**src/design/mclw_pkg.sv**
```systemverilog
`default_nettype none

package mclw_pkg;

    localparam int MAX_CHANNELS_DEF = 8;
    localparam int RESULT_LIMIT     = 8;
    localparam int TIME_W           = 32;
    localparam int CH_ID_W          = 3;
    localparam int CNT_W            = 4;
    localparam int CFG_IDX_W        = 2;
    localparam int CFG_DATA_W       = 32;

    localparam logic       CMD_TICK = 1'b0;
    localparam logic       CMD_DONE = 1'b1;

    localparam logic [CFG_IDX_W-1:0] REG_DEADLINE = 2'd0;
    localparam logic [CFG_IDX_W-1:0] REG_CHANNELS = 2'd1;

    localparam logic [TIME_W-1:0] DEADLINE_RST = 32'd1000;
    localparam logic [CNT_W-1:0]  CHANNELS_RST = 4'd8;

    typedef struct packed {
        logic              cmd;
        logic [CH_ID_W-1:0] channel;
        logic [TIME_W-1:0] time_now;
    } in_t;

    typedef struct packed {
        logic [CH_ID_W-1:0] channel_id;
        logic               lag_valid;
        logic [TIME_W-1:0]  lag;
        logic               exceeded_event;
        logic               probe_posted;
        logic               channel_healthy;
        logic               fleet_healthy;
        logic               last;
    } out_t;

    // Visit token walking along the row of cells during a tick.
    typedef struct packed {
        logic              active;
        logic              all_ok;
        logic [TIME_W-1:0] now;
    } tok_t;

    // Completion stamp delivered to one cell.
    typedef struct packed {
        logic              we;
        logic [TIME_W-1:0] stamp;
    } upd_t;

endpackage

`default_nettype wire

```
**src/design/multi_channel_liveness_watchdog.sv**
```systemverilog
// Channel  Ports                               Direction  Carries
// input    s_valid, s_ready, s_data            in         tick or probe completion
// result   m_valid, m_ready, m_data            out        one report per visited channel
// config   cfg_valid, cfg_ready, cfg_index,    in         deadline, channels in use
//          cfg_data
//
// A completion updates its channel cell and yields no result. A tick sends a token along
// the row of channel cells, one cell per cycle unless the result register stalls; the
// next item is taken once the token has left the last visited cell. A stalled result
// register holds the token where it stands. Reset is synchronous and active low; all
// channels come out healthy and never posted.
`default_nettype none

module multi_channel_liveness_watchdog import mclw_pkg::*; #(
    parameter int MAX_CHANNELS = MAX_CHANNELS_DEF
) (
    input  wire logic                  aclk,
    input  wire logic                  aresetn,
    input  wire logic                  s_valid,
    output logic                       s_ready,
    input  wire in_t                   s_data,
    output logic                       m_valid,
    input  wire logic                  m_ready,
    output out_t                       m_data,
    input  wire logic                  cfg_valid,
    output logic                       cfg_ready,
    input  wire logic [CFG_IDX_W-1:0]  cfg_index,
    input  wire logic [CFG_DATA_W-1:0] cfg_data
);

    localparam int LIMIT = (MAX_CHANNELS < RESULT_LIMIT) ? MAX_CHANNELS : RESULT_LIMIT;

    logic [TIME_W-1:0] deadline_reg;
    logic [CNT_W-1:0]  channels_reg;
    logic              m_valid_reg;
    out_t              m_data_reg;

    logic [CNT_W-1:0]  cnt;
    logic              adv;
    logic              s_fire;
    logic              any_active;
    tok_t              start_tok;
    out_t              res_or;

    tok_t              tok_in  [MAX_CHANNELS];
    tok_t              tok_out [MAX_CHANNELS];
    upd_t              upd     [MAX_CHANNELS];
    out_t              res     [MAX_CHANNELS];
    logic [MAX_CHANNELS-1:0] act;

    assign cfg_ready  = 1'b1;
    assign any_active = |act;
    assign s_ready    = !any_active;
    assign s_fire     = s_valid && s_ready;
    assign adv        = !m_valid_reg || m_ready;
    assign m_valid    = m_valid_reg;
    assign m_data     = m_data_reg;

    always_comb begin
        if (channels_reg == '0) begin
            cnt = CNT_W'(1);
        end else if (32'(channels_reg) > LIMIT) begin
            cnt = CNT_W'(LIMIT);
        end else begin
            cnt = channels_reg;
        end
    end

    always_comb begin
        start_tok.active = s_fire && (s_data.cmd == CMD_TICK);
        start_tok.all_ok = 1'b1;
        start_tok.now    = s_data.time_now;
    end

    // Only the cell holding the token drives a non-zero result.
    always_comb begin
        res_or = '0;
        for (int i = 0; i < MAX_CHANNELS; i++) begin
            res_or = res_or | res[i];
        end
    end

    for (genvar g = 0; g < MAX_CHANNELS; g++) begin : g_cell
        if (g == 0) begin : g_head
            assign tok_in[g] = start_tok.active ? start_tok : tok_out[MAX_CHANNELS-1];
        end else begin : g_body
            assign tok_in[g] = tok_out[g-1];
        end

        assign upd[g].we    = s_fire && (s_data.cmd == CMD_DONE)
                              && (32'(s_data.channel) == g);
        assign upd[g].stamp = s_data.time_now;

        mclw_cell #(
            .IDX (g)
        ) u_cell (
            .aclk     (aclk),
            .aresetn  (aresetn),
            .adv      (adv),
            .is_last  (32'(cnt) == g + 1),
            .deadline (deadline_reg),
            .upd      (upd[g]),
            .tok_in   (tok_in[g]),
            .tok_out  (tok_out[g]),
            .active   (act[g]),
            .res      (res[g])
        );
    end

    always_ff @(posedge aclk) begin
        if (!aresetn) begin
            deadline_reg <= DEADLINE_RST;
            channels_reg <= CHANNELS_RST;
            m_valid_reg  <= 1'b0;
        end else begin
            if (cfg_valid) begin
                case (cfg_index)
                    REG_DEADLINE: deadline_reg <= cfg_data;
                    REG_CHANNELS: channels_reg <= cfg_data[CNT_W-1:0];
                    default: ;
                endcase
            end
            if (adv) begin
                m_valid_reg <= any_active;
            end
        end
    end

    always_ff @(posedge aclk) begin
        if (adv && any_active) begin
            m_data_reg <= res_or;
        end
    end

endmodule

`default_nettype wire

```
**src/design/mclw_cell.sv**
```systemverilog
`default_nettype none

module mclw_cell import mclw_pkg::*; #(
    parameter int IDX = 0
) (
    input  wire logic              aclk,
    input  wire logic              aresetn,
    input  wire logic              adv,
    input  wire logic              is_last,
    input  wire logic [TIME_W-1:0] deadline,
    input  wire upd_t              upd,
    input  wire tok_t              tok_in,
    output tok_t                   tok_out,
    output logic                   active,
    output out_t                   res
);

    tok_t              tok_reg;
    logic [TIME_W-1:0] post_reg;
    logic [TIME_W-1:0] finish_reg;
    logic              done_reg;
    logic              ever_reg;
    logic              exc_reg;
    logic              healthy_reg;

    logic [TIME_W-1:0] base;
    logic [TIME_W-1:0] elapsed;
    logic              late;
    logic              hit;
    logic              lag_valid;
    logic              healthy_next;
    logic              all_next;
    logic              fire;

    assign active  = tok_reg.active;
    assign fire    = tok_reg.active && adv;

    always_comb begin
        base         = done_reg ? finish_reg : tok_reg.now;
        elapsed      = base - post_reg;
        late         = elapsed >= deadline;
        hit          = ever_reg && late && !exc_reg;
        lag_valid    = done_reg && ever_reg;
        healthy_next = hit ? 1'b0 : healthy_reg;
        if (lag_valid && !late) begin
            healthy_next = 1'b1;
        end
        all_next = tok_reg.all_ok && healthy_next;
    end

    always_comb begin
        tok_out        = tok_reg;
        tok_out.active = fire && !is_last;
        tok_out.all_ok = all_next;
    end

    always_comb begin
        res = '0;
        if (tok_reg.active) begin
            res.channel_id      = CH_ID_W'(IDX);
            res.lag_valid       = lag_valid;
            res.lag             = lag_valid ? elapsed : '0;
            res.exceeded_event  = hit;
            res.probe_posted    = done_reg;
            res.channel_healthy = healthy_next;
            res.fleet_healthy   = is_last && all_next;
            res.last            = is_last;
        end
    end

    always_ff @(posedge aclk) begin
        if (!aresetn) begin
            tok_reg     <= '0;
            post_reg    <= '0;
            finish_reg  <= '0;
            done_reg    <= 1'b1;
            ever_reg    <= 1'b0;
            exc_reg     <= 1'b0;
            healthy_reg <= 1'b1;
        end else begin
            if (tok_in.active) begin
                tok_reg <= tok_in;
            end else if (fire) begin
                tok_reg.active <= 1'b0;
            end
            if (upd.we) begin
                finish_reg <= upd.stamp;
                done_reg   <= 1'b1;
            end else if (fire) begin
                healthy_reg <= healthy_next;
                if (done_reg) begin
                    post_reg <= tok_reg.now;
                    done_reg <= 1'b0;
                    exc_reg  <= 1'b0;
                    ever_reg <= 1'b1;
                end else begin
                    exc_reg <= exc_reg || hit;
                end
            end
        end
    end

endmodule

`default_nettype wire

```
**config.mk**
```make
export PLATFORM = sky130hd
export DESIGN_NAME = multi_channel_liveness_watchdog
export DESIGN_NICKNAME = d
export VERILOG_FILES = /design/src/design/mclw_pkg.sv /design/src/design/multi_channel_liveness_watchdog.sv /design/src/design/mclw_cell.sv
export SDC_FILE = /design/constraint.sdc
export NUM_CORES = 2
export LEC_CHECK = 0
export BUFFER_PORTS_ARGS = -buffer_cell sky130_fd_sc_hd__buf_4
export CORE_MARGIN = 4
export CORE_UTILIZATION = 25
export CTS_CLUSTER_SIZE = 28
export DETAILED_ROUTE_END_ITERATION = 10
export GPL_TIMING_DRIVEN = 0
export SETUP_SLACK_MARGIN = 0.5
export SLEW_MARGIN = 10
export SYNTH_ARGS = -nofsm -noshare
export SYNTH_HDL_FRONTEND = slang
export SYNTH_SLANG_ARGS = --single-unit
```
**constraint.sdc**
```tcl
create_clock -name aclk -period 7.85 [get_ports aclk]
set_input_delay 1.9625 -clock aclk [delete_from_list [all_inputs] [get_ports aclk]]
set_output_delay 1.9625 -clock aclk [all_outputs]
set_load 0.1 [all_outputs]
```
# [Word level (Yosys, flattened, before mapping)]
# Index checks and enable logic that the tools add are counted.
[word_totals] ff_bits=894 latchBits=0 ramBits=0 rom_bits=0 in_bits=75 wordCells=349 mem_count=0
[op_classes] n_addsub=8 n_mul=0 div_mod_pow=0 magnitude_cmp=9 n_eq_ne=16 shift=0 mux=67 bitwise=17 reduce_logical=149
[ops] op="$mux 32" count=16
[ops] op="$or 41x41->41" count=7
[ops] op="$ge 32x32->1" count=8
[ops] op="$sub 32x32->32" count=8
[ops] op="$mux 41" count=4
[ops] op="$mux 40" count=2
[ops] op="$logic_and 1x1->1" count=76
[ops] op="$mux 1" count=40
[ops] op="$mux 39" count=1
[ops] op="$mux 38" count=1
[ops] op="$mux 34" count=1
[ops] op="$logic_not 1->1" count=26
[ops] op="$reduce_and 3->1" count=8
[ops] op="$reduce_and 2->1" count=10
[ops] op="$eq 4x3->1 const B" count=4
[ops] op="$reduce_bool 2->1" count=8
[ops] op="$reduce_or 2->1" count=8
[ops] op="$eq 3x3->1 const B" count=4
[ops] op="$not 1->1" count=10
[ops] op="$logic_or 1x1->1" count=9
[ops] op="$eq 4x2->1 const B" count=2
[ops] op="$mux 4" count=2
[ops] op="$reduce_or 8->1" count=1
[ops] op="$eq 3x2->1 const B" count=2
[ops] op="other kinds (8)" count=8

# [Depth between registers and ports, before layout]
[logic_depth] depth_word=17 mapped_depth=25

# [Hierarchy]
# A second synthesis with hierarchy kept.
[hier_totals] hier_cells=7813 area_unflattened_um2=62937.9
[by_module_without_submodules] mod="mclw_cell at g_cell[0].u_cell ..." n_inst=4 cells_per_inst=922 area_per_inst_um2=7269.5 seq_area_each_um2=2042.0
[by_module_without_submodules] mod="mclw_cell at g_cell[5].u_cell ..." n_inst=2 cells_per_inst=939 area_per_inst_um2=7492.2 seq_area_each_um2=2042.0
[by_module_without_submodules] mod="mclw_cell at g_cell[7].u_cell" n_inst=1 cells_per_inst=936 area_per_inst_um2=7694.9 seq_area_each_um2=2042.0
[by_module_without_submodules] mod="mclw_cell at g_cell[1].u_cell" n_inst=1 cells_per_inst=919 area_per_inst_um2=7231.9 seq_area_each_um2=2042.0
[by_module_without_submodules] mod="multi_channel_liveness_watchdog" n_inst=1 cells_per_inst=392 area_per_inst_um2=3948.8 seq_area_each_um2=1971.9

# [Least setup slack after synthesis]
# Ideal clock, no wire load.
[synth_path] path_type="reg2reg" start="reg g_cell[3].u_cell.done_reg" end="reg m_data_reg (netlist bit m_data[1]) (data pin)" arrival_time_ps=5927 t_required_ps=7578 path_slack_ps=1651 path_stages_with_launch=21 period_less_slack_ps=6199 path_cell_list="dfxtp_1 -> clkbuf_1 -> buf_1 -> mux2_2 -> ha_1 -> a21o_1 -> a211o_1 -> o21a_1 -> a221o_1 -> o31a_1 -> o31a_1 -> o41a_1 -> xor2_1 -> ha_1 -> nand4_1 -> or4_1 -> o31ai_1 -> a21oi_1 -> a41oi_1 -> nand3_1 -> or4_1"
[synth_lines] element="start, declared" line_no="mclw_cell.sv:21" source="logic done_reg;"
[synth_lines] element="start signal, assigned" line_no="mclw_cell.sv:76" source="done_reg <= 1'b1;"
[synth_lines] element="start signal, assigned" line_no="mclw_cell.sv:88" source="done_reg <= 1'b1;"
[synth_lines] element="start signal, assigned" line_no="mclw_cell.sv:93" source="done_reg <= 1'b0;"
[synth_lines] element="end signal, assigned" line_no="multi_channel_liveness_watchdog.sv:131" source="m_data_reg <= res_or;"
[synth_lines] element="end, declared" line_no="multi_channel_liveness_watchdog.sv:36" source="out_t m_data_reg;"

==> results.yml <==
critical_path:
  slowest_stage: "a2111oi_4"
  arrival_ps: 7810
  reg2reg_from: "g_cell[3].u_cell.done_reg$_SDFFE_PP1P_"
  crit_chain: "clkbuf_4 > buf_4 > mux2_2 > ha_1 > a21o_1 > a211o_1 > o21a_1 > a221o_1 > o31a_1 > o31a_1 > o41a_1 > xor2_2 > ha_1 > a21o_1 > a21o_1 > a21oi_1 > o21ai_0 > a21oi_1 > o31ai_1 > nand4b_1 > o21ai_0 > a2111oi_4 > o311ai_2"
  endpoint_kind: "flip-flop"
  timing.critical_path.mode_cell: "a21o_1"
  critPathKind: "reg -> reg"
  max_stage_delay_ps: 590
  r2r_slack_ps: 510
  reg2reg_depth: 23
  critPathLaunchType: "flip-flop"
  crit_fanout: 10
  cp.required_ps: 8320
  crit_buf_inv: 2
  crit_family: "compound AO/OA/AOI/OAI gates"
  r2r_end: "m_data[4]$_DFFE_PP_"
detailed_routing:
  drt_iter0_drc: 6012
  num_vias: 55400
  wl_per_cell_um: 28.4
  drc: 0
  vias_per_cell: 5.34
  firstDrtPassIters: 6
  wl_um: 295000
  drtAntennaViolNets: 0
synthesis:
  syn_nets: 7649
  synth.top_cell.area_share_pct: 30.1
  synth_edf_count: 41
  yosys-top-cells-area: "dfxtp_1 (30%), nand2_1 (12%), ha_1 (11%)"
  syn_avg_cell_area_um2: 8.04
  synth_area_um2: 56800
  synth_warnings: 0
  synthCells: 7060
  synth_area_leader_cell: "dfxtp_1"
  async_flop_share_pct: 0
  ys_seq_area_share_pct: 32.2
  synth_cell_types: 84
  ys.flop_type: "dfxtp_1"
  ys_seq_elements: 894
cts:
  clk_latency_ps: 800
  clock_path_buffers: 3
  cts_tree: "done"
  clk_pin_slew_ps: 60
  cts_buffers: 103
  cts_sinks: 894
  root_buffer: "clkbuf_16"
  cts_max_level: 3
layout:
  fin_nets: 7862
  layout_commonest_cell: "nand2_1"
  drive_gt1_share_pct: 9.27
  synthToLayoutAreaGrowth_pct: 16.0
  mostFrequentLayoutCells: "nand2_1 (1793), dfxtp_1 (853), a21boi_0 (783)"
  final_cells: 10400
  finish.utilization_pct: 29.2
die:
  die_y_um: 485
  io-pin-count: 119
  die_area_um2: 235000
  std_cell_rows: 174
  die-width_um: 485
  start_util_pct: 25.2
  core-area_um2: 225000
power:
  power_uw: 12800
  p_per_area_nw_per_um2: 194
  vdd_drop_max_uv: 181
  p_leak_uw: 0.0254
sta:
  worst_slack_ps: 510
  hold_viol: 0
  slew_viol_final: 0
  rsz0062_at_grt: "yes"
  fin_skew_ps: 55.3
  finalSetupViolCount: 0
  period_needed_ps: 7340
  clock.fmax_mhz: 136
  holdWs_ps: 453
  slew_headroom_pct: 0.228
  worst_pin_slew_ps: 1500
  period_share_pct: 93.5
global_routing:
  grt_util_all_layers_pct: 24.0
  grt_max_degree: 26
  grt-ovfl-total: 0
  grt_pass1_vias: 51700
  grt_pass1_wl_um: 400000
  antenna_found_initial: 32
placement:
  pre_cts_slack_ps: -2980
  dp.cells: 10200
  place.gp.congestion: 1.05
  hpwl_um: 238000
  port_buffers: 82
worst_hold_path:
  min-delay-start: "g_cell[3].u_cell.finish_reg[26]$_SDFFE_PN0P_"
  hp-class: "reg -> reg"
  min_to: "g_cell[3].u_cell.finish_reg[26]$_SDFFE_PN0P_"
  hold_depth: 2
status:
  status: "finished with violations"
  violations: "capacitance limit"
flow_run:
  drv_cap: 1
## worst min-delay path, cell delays in order, from the launching register on
cell,delay (ps)
dfxtp_1,310
nand2_1,50
a21boi_1,50
## layer usage
metal | vias to the layer above | GRT usage [%] | wire length (µm)
li1 | 25000 | - | -
met1 | 27000 | 31.1 | 123000
met2 | 2784 | 36.3 | 124000
met3 | 684 | 4.96 | 26200
met4 | 4 | 14.9 | 21600
met5 | - | 0 | 23
## through the flow
step	cell area [µm²]	TNS, ps
6_report	65900	0
5_1_grt	65800	0
4_1_cts	65600	0
3_5_place_dp	61800	-7530
3_3_place_gp	61100	-7850
2_1_floorplan	56800	0
## Yosys cell counts, types with 84 or more instances
cell	number
a21boi_0	785
o21ai_0	145
dfxtp_1	853
xor2_1	84
a21o_1	229
nand3_1	93
xnor2_1	147
inv_1	350
ha_1	506
clkbuf_1	398
mux2_2	241
nor2_1	178
a21oi_1	288
nand2_1	1794
## cell type report
class,instances,area [µm²]
clock buffer,135,2870
antenna,22,55.1
sequential,894,18300
fill,24200,159000
tap,2992,3740
timing repair buffer,108,1210
inverter,350,1310
buffer,411,1660
clock inverter,55,738
multi-input combinational,5405,36000
## worst max path at each step
stage	from	endpoint	slack, ps	cells past startpoint
finish	g_cell[3].u_cell.done_reg$_SDFFE_PP1P_	m_data[4]$_DFFE_PP_	510	23
global route	g_cell[3].u_cell.done_reg$_SDFFE_PP1P_	m_data[1]$_DFFE_PP_	490	20
CTS	g_cell[2].u_cell.done_reg$_SDFFE_PP1P_	m_data[4]$_DFFE_PP_	500	21
detailed placement	g_cell[2].u_cell.done_reg$_SDFFE_PP1P_	m_data[4]$_DFFE_PP_	-2980	21
global placement	g_cell[2].u_cell.done_reg$_SDFFE_PP1P_	m_data[4]$_DFFE_PP_	-3230	21
floorplan	g_cell[3].u_cell.done_reg$_SDFFE_PP1P_	m_data[1]$_DFFE_PP_	1650	20
## timing repair
item,CTS,global route
endpoints found under the setup margin,20,3
pin swaps,1,2
resized for setup,78,37
hold buffers,0,0
cloned,0,0
setup buffers,0,3
## power by group
part	internal, µW	switching [µW]
logic	922	1910
registers	4620	38.8
clock network	3050	2220
## cell families (layout without fill, tap and decap cells)
group           after synthesis  count (layout)  synth area share (%)
other cells                   1              23               0.00661
fa+ha+maj                   514             514                  11.4
buf+inv                     761            1059                  5.04
mux                         270             270                  5.29
xor+xnor                    231             231                  3.56
simple gates               2430            2430                  17.9
flops                       894             894                  32.2
compound gates             1959            1959                  24.5
(Power assumes the default switching activity.)
